==> src/ifac_pkg.sv <==
`timescale 1ns / 1ps
`default_nettype none
// ----------------------------------------------------------------------------
// Indexed frame to ASCII cells: shared package
// Sizes, register and mode codes, arithmetic constants, controller command
// and status types, and the glyph selection function.
// ----------------------------------------------------------------------------
package ifac_pkg;

  localparam int SRC_WIDTH       = 320;
  localparam int SRC_HEIGHT      = 200;
  localparam int PALETTE_ENTRIES = 256;

  localparam int COL_W  = 9;
  localparam int ROW_W  = 8;
  localparam int CH_W   = 8;
  localparam int RGB_W  = 3 * CH_W;
  localparam int SUM_W  = 24;
  localparam int CNT_W  = 16;
  localparam int ACC_W  = 3 * SUM_W + CNT_W;
  localparam int GLYPH_W = 7;
  localparam int PADDR_W = 4;
  localparam int PDATA_W = 32;

  localparam logic [1:0] REG_GRID_COLS  = 2'd0;
  localparam logic [1:0] REG_GRID_ROWS  = 2'd1;
  localparam logic [1:0] REG_COLOR_MODE = 2'd2;

  localparam logic [2:0] MODE_NONE   = 3'd0;
  localparam logic [2:0] MODE_EIGHT  = 3'd1;
  localparam logic [2:0] MODE_256    = 3'd2;
  localparam logic [2:0] MODE_TRUE   = 3'd3;
  localparam logic [2:0] MODE_SIXEL  = 3'd4;

  localparam logic REQ_PALETTE = 1'b0;
  localparam logic REQ_PIXEL   = 1'b1;

  localparam logic [8:0] WIDTH_RESET  = 9'd160;
  localparam logic [7:0] HEIGHT_RESET = 8'd50;

  localparam int DIV_STEPS  = SUM_W;
  localparam int FIN_CYCLES = 6;

  localparam int BOOST_MUL   = 13;
  localparam int BOOST_ADD   = 15;
  localparam int DIV10_RECIP = 6554;
  localparam int DIV10_SHIFT = 16;
  localparam int LUMA_R      = 2126;
  localparam int LUMA_G      = 7152;
  localparam int LUMA_B      = 722;
  localparam int LUMA_RECIP  = 1717987;
  localparam int LUMA_SHIFT  = 34;
  localparam int LIFT_ADD    = 60;
  localparam int LIFT_MUL    = 15;
  localparam int MONO_THRESHOLD = 128;
  localparam int RAMP_LAST   = 9;
  localparam int RAMP_SCALE  = 255;
  localparam int CH_MAX      = 255;

  localparam logic [6:0] GLYPH_HASH = 7'h23;
  localparam logic [6:0] GLYPH_DOT  = 7'h2E;
  localparam logic [6:0] GLYPH_RAMP [10] = '{7'h20, 7'h2E, 7'h3A, 7'h2D, 7'h3D,
                                             7'h2B, 7'h2A, 7'h23, 7'h25, 7'h40};

  typedef struct packed {
    logic pal_we;
    logic pix_capture;
    logic acc_upd;
    logic div_load;
    logic div_step;
    logic out_load;
  } ctrl_cmd_t;

  typedef struct packed {
    logic emit;
    logic out_free;
  } ctrl_stat_t;

  function automatic logic [GLYPH_W-1:0] glyph_of(input logic [CH_W-1:0] y,
                                                  input logic [2:0] mode);
    logic [11:0] y9;
    logic [3:0]  k;
    y9 = 12'(y) * 12'd9;
    k  = 4'd0;
    for (int i = 1; i <= RAMP_LAST; i++) begin
      if (y9 >= 12'(RAMP_SCALE * i)) k = k + 4'd1;
    end
    if (mode == MODE_NONE) begin
      glyph_of = (y > 8'(MONO_THRESHOLD)) ? GLYPH_HASH : GLYPH_DOT;
    end else begin
      glyph_of = GLYPH_RAMP[k];
    end
  endfunction

endpackage
`default_nettype wire

==> src/ifac_ctrl.sv <==
`timescale 1ns / 1ps
`default_nettype none
// ----------------------------------------------------------------------------
// Indexed frame to ASCII cells: controller
// Sequences palette access, accumulation, division, finishing and output.
// ----------------------------------------------------------------------------
module ifac_ctrl
  import ifac_pkg::*;
(
  input  wire logic       clk,
  input  wire logic       rst,
  input  wire logic       in_valid,
  input  wire logic       req_type,
  input  wire ctrl_stat_t stat,
  output logic            in_ready,
  output ctrl_cmd_t       cmd
);

  typedef enum logic [5:0] {
    S_IDLE = 6'b000001,
    S_PAL  = 6'b000010,
    S_ACC  = 6'b000100,
    S_DIV  = 6'b001000,
    S_FIN  = 6'b010000,
    S_OUT  = 6'b100000
  } state_t;

  state_t     state, state_next;
  logic [4:0] cnt, cnt_next;

  assign in_ready = (state == S_IDLE);

  always_ff @(posedge clk) begin
    if (rst) begin
      state <= S_IDLE;
      cnt   <= '0;
    end else begin
      state <= state_next;
      cnt   <= cnt_next;
    end
  end

  always_comb begin
    state_next = state;
    cnt_next   = cnt;
    cmd        = '0;
    case (state)
      S_IDLE: begin
        if (in_valid) begin
          if (req_type == REQ_PALETTE) cmd.pal_we = 1'b1;
          else state_next = S_PAL;
        end
      end
      S_PAL: begin
        cmd.pix_capture = 1'b1;
        state_next      = S_ACC;
      end
      S_ACC: begin
        cmd.acc_upd = 1'b1;
        if (stat.emit) begin
          cmd.div_load = 1'b1;
          cnt_next     = '0;
          state_next   = S_DIV;
        end else begin
          state_next = S_IDLE;
        end
      end
      S_DIV: begin
        cmd.div_step = 1'b1;
        cnt_next     = cnt + 5'd1;
        if (cnt == 5'(DIV_STEPS - 1)) begin
          cnt_next   = '0;
          state_next = S_FIN;
        end
      end
      S_FIN: begin
        cnt_next = cnt + 5'd1;
        if (cnt == 5'(FIN_CYCLES - 1)) begin
          cnt_next   = '0;
          state_next = S_OUT;
        end
      end
      S_OUT: begin
        if (stat.out_free) begin
          cmd.out_load = 1'b1;
          state_next   = S_IDLE;
        end
      end
      default: state_next = S_IDLE;
    endcase
  end

endmodule
`default_nettype wire

==> config.mk <==
export PLATFORM = sky130hd
export DESIGN_NAME = ifac_ctrl
export DESIGN_NICKNAME = d
export VERILOG_FILES = /design/src/ifac_pkg.sv /design/src/ifac_ctrl.sv
export SDC_FILE = /design/constraint.sdc
export NUM_CORES = 1
export LEC_CHECK = 0
export BUFFER_PORTS_ARGS = -buffer_cell sky130_fd_sc_hd__buf_2
export CORE_MARGIN = 1
export CORE_UTILIZATION = 52
export CTS_BUF_LIST = sky130_fd_sc_hd__clkbuf_4 sky130_fd_sc_hd__clkbuf_8 sky130_fd_sc_hd__clkbuf_16
export CTS_CLUSTER_DIAMETER = 120
export DETAILED_ROUTE_END_ITERATION = 16
export PLACE_DENSITY = 0.73
export SLEW_MARGIN = 15
export SYNTH_ARGS = -nofsm -noshare
export SYNTH_HDL_FRONTEND = slang
export SYNTH_SLANG_ARGS = --single-unit
==> constraint.sdc <==
create_clock -name clk -period 2.4 [get_ports clk]
set_clock_uncertainty 0.1 [all_clocks]
set_input_delay 0.48 -clock clk [delete_from_list [all_inputs] [get_ports clk]]
set_output_delay 0.48 -clock clk [all_outputs]
set_load 0.03 [all_outputs]
==> results.md <==
- Tcrit/Tclk final: 0.972
- Tot GR Track Use: 0.245
- Metal2 WL: 676 um
- Worst path top cell family by delay: simple AND/OR/NAND/NOR gates
- DR WL/cell: 13.7 um
- CTS tree: built
- CTS max path bufs: 2
- Leakage: 0.329 nW
- Initial core utilization: 0.591
- Via density: 5.92
- Area growth syn-to-layout: 17.2%
- Congestion Overflow GR: 0
- Synth unique cells: 37
- Clk root buf: clkbuf_4
- Number of synthesized register bits: 11
- PD cells: 591 nW/um^2
- Peak VDD IR: 0.373 mV
- Syn Inst Count: 76
- Uppermost layer routed: met4
- Critical Path Fanout Max: 6
- Core ar.: 1170 um^2
- FILL cells: 106
- Synth area leader: dfxtp_1
- Die W: 38.5 um
- Final Power: 0.479 mW
- Reg2reg path depth: 5
- Nets: 102
- Mapped cell area: 692 um^2
- Largest net degree at the start of global routing: 14
- CP arrival: 1750 ps
- Routed Antenna Nets: 0
- Crit path depth: 4
- Syn Area/Cell: 9.10 um^2
- First-iteration detailed-routing DRC count: 8
- Achievable frequency: 0.429 GHz
- Final GP Congestion: 0.760
- Clk sink count: 11
- Hold slack: 418 ps
- Initial antenna violation count: 0
- I/O Pins: 13
- Crit end category: output port
- Worst path max stage delay: 580 ps
- Post-DP HPWL: 1070 um
- Hold path depth: 4
- Worst Path Required: 1820 ps
- WL met1: 725 um
- Initial DRT Pass Iterations: 4
- Syn. warnings: 0
- Row count: 12
- ANT cells: 0
- First-pass GRT wire length: 2430 um
- Clk pin slew, worst setup/hold paths: 70 ps
- Pre-CTS setup slack: 269 ps
- DRC Markers: 0
- Top cell type's share of synthesized area: 0.318
- Share of cells above drive strength 1: 0.333
- Nature of the critical path startpoint: register
- H-tree lvl count: 1
- Seq/Total Area, Yosys: 0.318
- Setup ws final: 68.1 ps
- Drt total wl: 1470 um
- Met3 wire length: 61 um
- Outcome: finished, final reports clean
- Bufs and invs on worst path: 1
- Worst-skew pair later-pin latency: 270 ps
- # port buffers: 12
- Synth area leaders: dfxtp_1 32%, nor2_1 5.4%, a21oi_1 4.3%
- CTS Buf Count: 3
- DR vias: 633
- Count of final setup violators: 0
- Critical-path top delay cell: or4_4
- DIE AREA: 1480 um^2
- Vert. Die Dim: 38.5 um
- Worst-Margin Slew: 383 ps
- Max-Slew Margin vs Limit: 0.744
- Critical path class: register to output port
- Worst Hold Class: primary input to register
- Slew Limit Fails: 0
- Final Util: 0.692
- Vias in the first global route: 533
- Final hold violation count: 0
- Final Critical Period: 2330 ps
- Max-cap violations: 0
- Post-synth net total: 84
- Crit-path cells: or4_4 -> nor3b_4 -> and3b_1 -> buf_4
area by class of cell:
type | count | area (um^2) | share of cell area
well taps | 14 | 17.5 | 0.0216
clock buffers | 3 | 22.5 | 0.0278
repair buffers | 14 | 77.6 | 0.0957
clock inverters | 1 | 5.00 | 0.00617
inverters | 4 | 15.0 | 0.0185
flip-flops and latches | 11 | 221 | 0.273
multi-input cells | 60 | 452 | 0.557
state kept, by name (all words and copies together), names as in the netlist:
signal and count:
state 6, cnt 5
per-layer routing:
metal / up-vias / track usage
met3: 2 / 0.105
met2: 12 / 0.335
met4: 0 / 0.0517
li1: 323 / -
met1: 296 / 0.355
met5: - / 0
final timing paths:
| check | start | end | slack, ps |
|---|---|---|---|
| hold / removal | req_type | state[0] | 420 |
| hold reg to reg | cnt[0] | cnt[0] | 450 |
| setup reg to reg | state[3] | state[5] | 570 |
| setup / recovery | state[3] | cmd[5] | 70 |
metrics by stage:
| step | cell area [um^2] | setup TNS, ps | instances |
|---|---|---|---|
| 2_1_floorplan | 692 | 0 | 76 |
| 3_3_place_gp | 764 | 0 | 101 |
| 3_5_place_dp | 764 | 0 | 101 |
| 4_1_cts | 802 | 0 | 106 |
| 5_1_grt | 811 | -0.892 | 107 |
| 6_report | 811 | 0 | 107 |
tightest hold or removal path, cell delays in order:
cell,delay [ps]
buf_2,110
nand2_1,60
a21oi_1,60
o41ai_1,50
timing repair:
item	CTS	global route
hold buffers	0	0
gates resized for setup	1	1
buffers inserted	1	1
setup endpoints to repair	1	1
pin swaps	1	2
Yosys cell counts:
library cell	n
nand4_2	1
a21o_1	1
nor3_4	1
xor2_1	1
nand4b_1	1
and4b_1	1
a31oi_1	1
nor3b_4	1
a2111oi_1	1
o32ai_1	1
or3_1	2
inv_1	4
nand2_2	1
o211ai_4	1
nand2b_2	1
o21a_1	1
and4bb_1	1
a211oi_1	1
and3_2	1
nor2_1	10
nor3b_1	2
o41ai_1	1
a22oi_1	2
or4_4	1
ha_1	2
buf_2	1
nor3_1	1
xnor2_1	2
a21oi_2	2
a21oi_1	6
dfxtp_1	11
nand4b_2	1
and3b_1	1
nand3_1	4
nor3b_2	1
nand4_1	1
nand2_1	4
cell usage in the layout (no fill, tap or decap), types with 2 or more instances in the layout:
cell,instances
a21oi_1,6
ha_1,2
a22oi_1,2
nor3b_1,2
buf_4,3
nand2_1,4
or3_1,2
dfxtp_1,10
nand3_1,4
xnor2_1,2
buf_2,11
nor2_1,10
a21oi_2,2
inv_1,4
clkbuf_4,3
where the power goes:
part,leakage [nW],switching [mW],internal (mW),total (mW)
Sequential,0.0896,0.0155,0.191,0.206
Combinational,0.222,0.0791,0.0669,0.146
Clock,0.0177,0.0651,0.0617,0.127
kinds of logic (layout without fill, tap and decap cells):
kind of cell / count (synthesis) / count (layout) / synth area share
adder cells (fa/ha/maj): 2 / 2 / 0.0362
AO/OA/AOI/OAI: 18 / 18 / 0.203
XOR/XNOR: 3 / 3 / 0.0380
flip-flops: 11 / 11 / 0.318
AND/OR/NAND/NOR: 37 / 37 / 0.376
buffers and inverters: 5 / 22 / 0.0289
No activity file was read; power rests on OpenSTA's default activity.
