## config.mk

```make
export PLATFORM = sky130hd
export DESIGN_NAME = ifac_cfg
export DESIGN_NICKNAME = d
export VERILOG_FILES = /design/src/ifac_pkg.sv /design/src/ifac_cfg.sv
export SDC_FILE = /design/constraint.sdc
export NUM_CORES = 1
export LEC_CHECK = 0
export BUFFER_PORTS_ARGS = -buffer_cell sky130_fd_sc_hd__buf_2
export CAP_MARGIN = 20
export CORE_AREA = 2 2 63 65
export CTS_BUF_LIST = sky130_fd_sc_hd__clkbuf_8
export DETAILED_ROUTE_END_ITERATION = 7
export DIE_AREA = 0 0 65 67
export PLACE_DENSITY = 0.68
export SLEW_MARGIN = 20
export SYNTH_ARGS = -nofsm -noshare
export SYNTH_HDL_FRONTEND = slang
export SYNTH_SLANG_ARGS = --single-unit
export TNS_END_PERCENT = 20
```

## constraint.sdc

```tcl
create_clock -name clk -period 1.35 [get_ports clk]
set_input_delay 0.0675 -clock clk [delete_from_list [all_inputs] [get_ports clk]]
set_output_delay 0.0675 -clock clk [all_outputs]
set_load 0.01 [all_outputs]
```

## src/ifac_pkg.sv

```systemverilog
`timescale 1ns / 1ps
`default_nettype none
// ----------------------------------------------------------------------------
// Indexed frame to ASCII cells: shared package
// Sizes, register and mode codes, arithmetic constants, controller command
// and status types, and the glyph selection function.
// ----------------------------------------------------------------------------
package ifac_pkg;

  localparam int SRC_WIDTH       = 320;
  localparam int SRC_HEIGHT      = 200;
  localparam int PALETTE_ENTRIES = 256;

  localparam int COL_W  = 9;
  localparam int ROW_W  = 8;
  localparam int CH_W   = 8;
  localparam int RGB_W  = 3 * CH_W;
  localparam int SUM_W  = 24;
  localparam int CNT_W  = 16;
  localparam int ACC_W  = 3 * SUM_W + CNT_W;
  localparam int GLYPH_W = 7;
  localparam int PADDR_W = 4;
  localparam int PDATA_W = 32;

  localparam logic [1:0] REG_GRID_COLS  = 2'd0;
  localparam logic [1:0] REG_GRID_ROWS  = 2'd1;
  localparam logic [1:0] REG_COLOR_MODE = 2'd2;

  localparam logic [2:0] MODE_NONE   = 3'd0;
  localparam logic [2:0] MODE_EIGHT  = 3'd1;
  localparam logic [2:0] MODE_256    = 3'd2;
  localparam logic [2:0] MODE_TRUE   = 3'd3;
  localparam logic [2:0] MODE_SIXEL  = 3'd4;

  localparam logic REQ_PALETTE = 1'b0;
  localparam logic REQ_PIXEL   = 1'b1;

  localparam logic [8:0] WIDTH_RESET  = 9'd160;
  localparam logic [7:0] HEIGHT_RESET = 8'd50;

  localparam int DIV_STEPS  = SUM_W;
  localparam int FIN_CYCLES = 6;

  localparam int BOOST_MUL   = 13;
  localparam int BOOST_ADD   = 15;
  localparam int DIV10_RECIP = 6554;
  localparam int DIV10_SHIFT = 16;
  localparam int LUMA_R      = 2126;
  localparam int LUMA_G      = 7152;
  localparam int LUMA_B      = 722;
  localparam int LUMA_RECIP  = 1717987;
  localparam int LUMA_SHIFT  = 34;
  localparam int LIFT_ADD    = 60;
  localparam int LIFT_MUL    = 15;
  localparam int MONO_THRESHOLD = 128;
  localparam int RAMP_LAST   = 9;
  localparam int RAMP_SCALE  = 255;
  localparam int CH_MAX      = 255;

  localparam logic [6:0] GLYPH_HASH = 7'h23;
  localparam logic [6:0] GLYPH_DOT  = 7'h2E;
  localparam logic [6:0] GLYPH_RAMP [10] = '{7'h20, 7'h2E, 7'h3A, 7'h2D, 7'h3D,
                                             7'h2B, 7'h2A, 7'h23, 7'h25, 7'h40};

  typedef struct packed {
    logic pal_we;
    logic pix_capture;
    logic acc_upd;
    logic div_load;
    logic div_step;
    logic out_load;
  } ctrl_cmd_t;

  typedef struct packed {
    logic emit;
    logic out_free;
  } ctrl_stat_t;

  function automatic logic [GLYPH_W-1:0] glyph_of(input logic [CH_W-1:0] y,
                                                  input logic [2:0] mode);
    logic [11:0] y9;
    logic [3:0]  k;
    y9 = 12'(y) * 12'd9;
    k  = 4'd0;
    for (int i = 1; i <= RAMP_LAST; i++) begin
      if (y9 >= 12'(RAMP_SCALE * i)) k = k + 4'd1;
    end
    if (mode == MODE_NONE) begin
      glyph_of = (y > 8'(MONO_THRESHOLD)) ? GLYPH_HASH : GLYPH_DOT;
    end else begin
      glyph_of = GLYPH_RAMP[k];
    end
  endfunction

endpackage
`default_nettype wire

```

## src/ifac_cfg.sv

```systemverilog
`timescale 1ns / 1ps
`default_nettype none
// ----------------------------------------------------------------------------
// Indexed frame to ASCII cells: configuration registers
// APB register file for cell grid size and colour mode.
// ----------------------------------------------------------------------------
module ifac_cfg
  import ifac_pkg::*;
(
  input  wire logic               clk,
  input  wire logic               rst,
  input  wire logic               psel,
  input  wire logic               penable,
  input  wire logic               pwrite,
  input  wire logic [PADDR_W-1:0] paddr,
  input  wire logic [PDATA_W-1:0] pwdata,
  output logic      [PDATA_W-1:0] prdata,
  output logic                    pready,
  output logic      [COL_W-1:0]   grid_cols,
  output logic      [ROW_W-1:0]   grid_rows,
  output logic      [2:0]         color_mode,
  output logic                    restart
);

  logic       wr;
  logic [1:0] idx;

  assign pready  = 1'b1;
  assign idx     = paddr[3:2];
  assign wr      = psel && penable && pwrite;
  assign restart = wr && (idx == REG_GRID_COLS || idx == REG_GRID_ROWS);

  always_ff @(posedge clk) begin
    if (rst) begin
      grid_cols  <= WIDTH_RESET;
      grid_rows  <= HEIGHT_RESET;
      color_mode <= MODE_TRUE;
    end else if (wr) begin
      case (idx)
        REG_GRID_COLS:  grid_cols  <= pwdata[COL_W-1:0];
        REG_GRID_ROWS:  grid_rows  <= pwdata[ROW_W-1:0];
        REG_COLOR_MODE: color_mode <= pwdata[2:0];
        default: ;
      endcase
    end
  end

  always_comb begin
    prdata = '0;
    case (idx)
      REG_GRID_COLS:  prdata = PDATA_W'(grid_cols);
      REG_GRID_ROWS:  prdata = PDATA_W'(grid_rows);
      REG_COLOR_MODE: prdata = PDATA_W'(color_mode);
      default:        prdata = '0;
    endcase
  end

  logic unused_addr;
  assign unused_addr = ^paddr[1:0];

endmodule
`default_nettype wire

```

==> out/results.md <==
| Metric | Value |
| --- | --- |
| Final period util | 81.42% |
| Setup WS pre-CTS | 0.2693 ns |
| Count of non-filler cells in the finished layout | 224 |
| Type of the worst setup path | reg2out |
| Outcome | finished, final reports clean |
| Clock tree from TritonCTS | yes |
| Min Tclk post-route | 1.099 ns |
| Power density over cell area | 850.0 nW/um^2 |
| Final worst clock skew | 0 ns |
| CP required | 1.28 ns |
| Number of hold violations in the final report | 0 |
| Capturing point of the worst reg2reg path | color_mode[1] |
| Residual DRC count | 0 |
| Hold crit path type | in2reg |
| Worst hold start | pwdata[8] |
| Clock-pin slew on the worst setup and hold paths | 0.07 ns |
| Vertical die dimension | 67 um |
| # H-tree levels | 1 |
| Setup repair after global routing missed its margin | false |
| Worst setup path end | prdata[0] |
| Leakage | 0.6941 nW |
| Share of the synthesized area in the top cell type | 32.75% |
| Combined area of all synthesized cells | 1222 sq um |
| Clock sinks | 20 |
| Largest area contributor in the synthesized netlist | sky130_fd_sc_hd__dfxtp_1 |
| Initial Util | 33.90% |
| Grt ovf | 0 |
| Data arrival time of the critical path | 1.03 ns |
| Initial antenna violation count | 0 |
| Final Routed Wirelength | 2385 um |
| R2R Path Start | color_mode[1] |
| Cell types with the largest area share after synthesis | sky130_fd_sc_hd__dfxtp_1 (33%), sky130_fd_sc_hd__mux2i_1 (23%), sky130_fd_sc_hd__buf_4 (15%) |
| Count of antenna diodes in the layout | 0 |
| Final setup violation count | 0 |
| CTS Root Buffer Type | sky130_fd_sc_hd__clkbuf_8 |
| Cells after DPL | 220 |
| Most instantiated library cell after synthesis | sky130_fd_sc_hd__mux2i_1 |
| Final layout net count | 218 |
| Max capacitance violation total | 0 |
| Per-cell via count in the routed design | 4.183 |
| Main flop type after synthesis | sky130_fd_sc_hd__dfxtp_1 |
| Yosys warns | 0 |
| F_max | 909.8 MHz |
| Async set or reset register ratio after synthesis | 0% |
| Crit. End Element | primary output |
| Num rows | 22 |
| Die width | 65 um |
| Number of buffers created by CTS | 3 |
| Mean Syn Cell Area | 9.055 sq um |
| Placed instance area | 1390 sq um |
| Syn Inst Count | 135 |
| Pin count of the biggest net entering global routing | 34 |
| Average detailed-routed wire length per instance | 10.65 um |
| Number of enable-type register cells in the synthesized netlist | 0 |
| Via count of the first global-routing pass | 802 |
| Total count of max-transition violations in the final report | 0 |
| Number of buffers added for setup after CTS | 0 |
| P&R area growth vs syn | 18.22% |
| Core utilization of the finished layout | 40.08% |
| Top post-synthesis cells by count | sky130_fd_sc_hd__mux2i_1 (28), sky130_fd_sc_hd__buf_4 (24), sky130_fd_sc_hd__nand2b_1 (21) |
| Critical path launch point type | flip-flop |
| Critical Path Source | grid_rows[0] |
| Residual antenna-violating net count after detailed routing | 0 |
| Slack of the worst reg-to-reg path | 0.73 ns |
| First-iteration detailed-routing DRC count | 12 |
| Count of instances resized after the clock tree is built | 0 |
| HPWL reported at the end of detailed placement | 1783 um |
| Clock Path Buffers | 2 |
| Final total negative setup slack | 0 ns |
| First-pass GRT wire length | 3691 um |
| Portion of the post-synthesis area used by sequential elements | 32.75% |
| Floorplan Core Area | 3606 sq um |
| DIE AREA | 4355 sq um |
| Filler cell count in the final layout | 388 |
| Register bit total from synthesis | 20 |
| Total track usage | 11.18% |
| Count of port buffers added during placement | 45 |
| First-pass iteration count of the detailed router | 3 |
| Placer congestion estimate | 0.7371 |
| Worst path setup slack after routing | 0.2509 ns |
| Clock latency of the later-clocked register in the worst-skew pair | 0.25 ns |
| CP Max Fanout | 3 |
| Final non-filler cell area | 1445 sq um |
| Worst voltage drop across the vdd grid | 501.3 uV |
| Worst Reg2Reg Path Length in Cells | 2 |
| Count of vias placed by the detailed router | 937 |
| Hold bufs inserted after CTS | 0 |
| Share of final-layout standard cells stronger than drive strength 1 | 31.25% |
| Unique cell type count in the Yosys netlist | 18 |
| Number of primary I/O pins | 95 |
-- where the power goes --
group,leakage [nW],internal [W],switching (W)
logic,0.504,0.0000675,0.000111
clock network,0.0288,0.000259,0.000188
registers,0.162,0.000597,0.00000532
-- cell usage in the layout, fill, tap and decap left out, types with 2 or more instances in the layout --
| cell type | Yosys | layout |
|---|---|---|
| sky130_fd_sc_hd__nand2_1 | 3 | 3 |
| sky130_fd_sc_hd__o21ai_0 | 3 | 3 |
| sky130_fd_sc_hd__nor2_1 | 18 | 18 |
| sky130_fd_sc_hd__dfxtp_1 | 20 | 20 |
| sky130_fd_sc_hd__clkbuf_8 | 0 | 4 |
| sky130_fd_sc_hd__nand2b_1 | 21 | 21 |
| sky130_fd_sc_hd__mux2i_1 | 28 | 28 |
| sky130_fd_sc_hd__conb_1 | 2 | 24 |
| sky130_fd_sc_hd__buf_2 | 4 | 45 |
| sky130_fd_sc_hd__buf_4 | 24 | 2 |
-- routing by layer --
layer	track usage (%)	vias up	share of wire (%)
li1	-	472	-
met1	13.44	424	46
met2	18.81	39	45
met3	2.872	2	8.1
met4	4.787	0	0.34
met5	0	-	0
-- layout make-up --
class | instances | area (sq um) | share of cell area, %
timing repair buffer | 47 | 240.2 | 16.62
multi-input combinational | 105 | 689.4 | 47.71
clock buffer | 4 | 55.05 | 3.810
tap | 48 | 60.06 | 4.156
sequential | 20 | 400.4 | 27.71
-- stage by stage --
step | power (W) | hold WS [ns]
6_report | 0.001228 | 0.06733
4_1_cts | 0.001242 | 0.06644
3_3_place_gp | 0.0007951 | 0.3358
2_1_floorplan | 0.0007894 | 0.2228
5_1_grt | 0.001300 | 0.06971
3_5_place_dp | 0.0007964 | 0.3395
-- flip-flops by register name, indices dropped and copies added (netlist names) --
name / count
color_mode: 3
grid_cols: 9
grid_rows: 8
-- how the worst min path moves through the flow --
stage	end	cells after the start	slack [ns]
detailed placement	grid_cols[8]	3	0.34
finish	grid_cols[8]	3	0.07
global placement	grid_cols[8]	3	0.34
CTS	grid_cols[8]	3	0.07
global route	grid_cols[8]	3	0.07
floorplan	grid_cols[1]	2	0.22
-- cells by family (layout without fill, tap and decap cells) --
group	Yosys count	in the layout	share of synthesized area (%)
and+or+nand+nor	50	50	24.87
buffers and inverters	32	51	17.60
muxes	28	28	22.93
DFF	20	20	32.75
AOI/OAI and AO/OA	3	3	1.228
other	2	24	0.6144
-- critical path, cell delays in order, from the launching register on --
cell	delay, ns
sky130_fd_sc_hd__dfxtp_1	0.36
sky130_fd_sc_hd__mux2i_1	0.08
sky130_fd_sc_hd__o21ai_0	0.18
sky130_fd_sc_hd__buf_2	0.16
(Power assumes the default switching activity.)
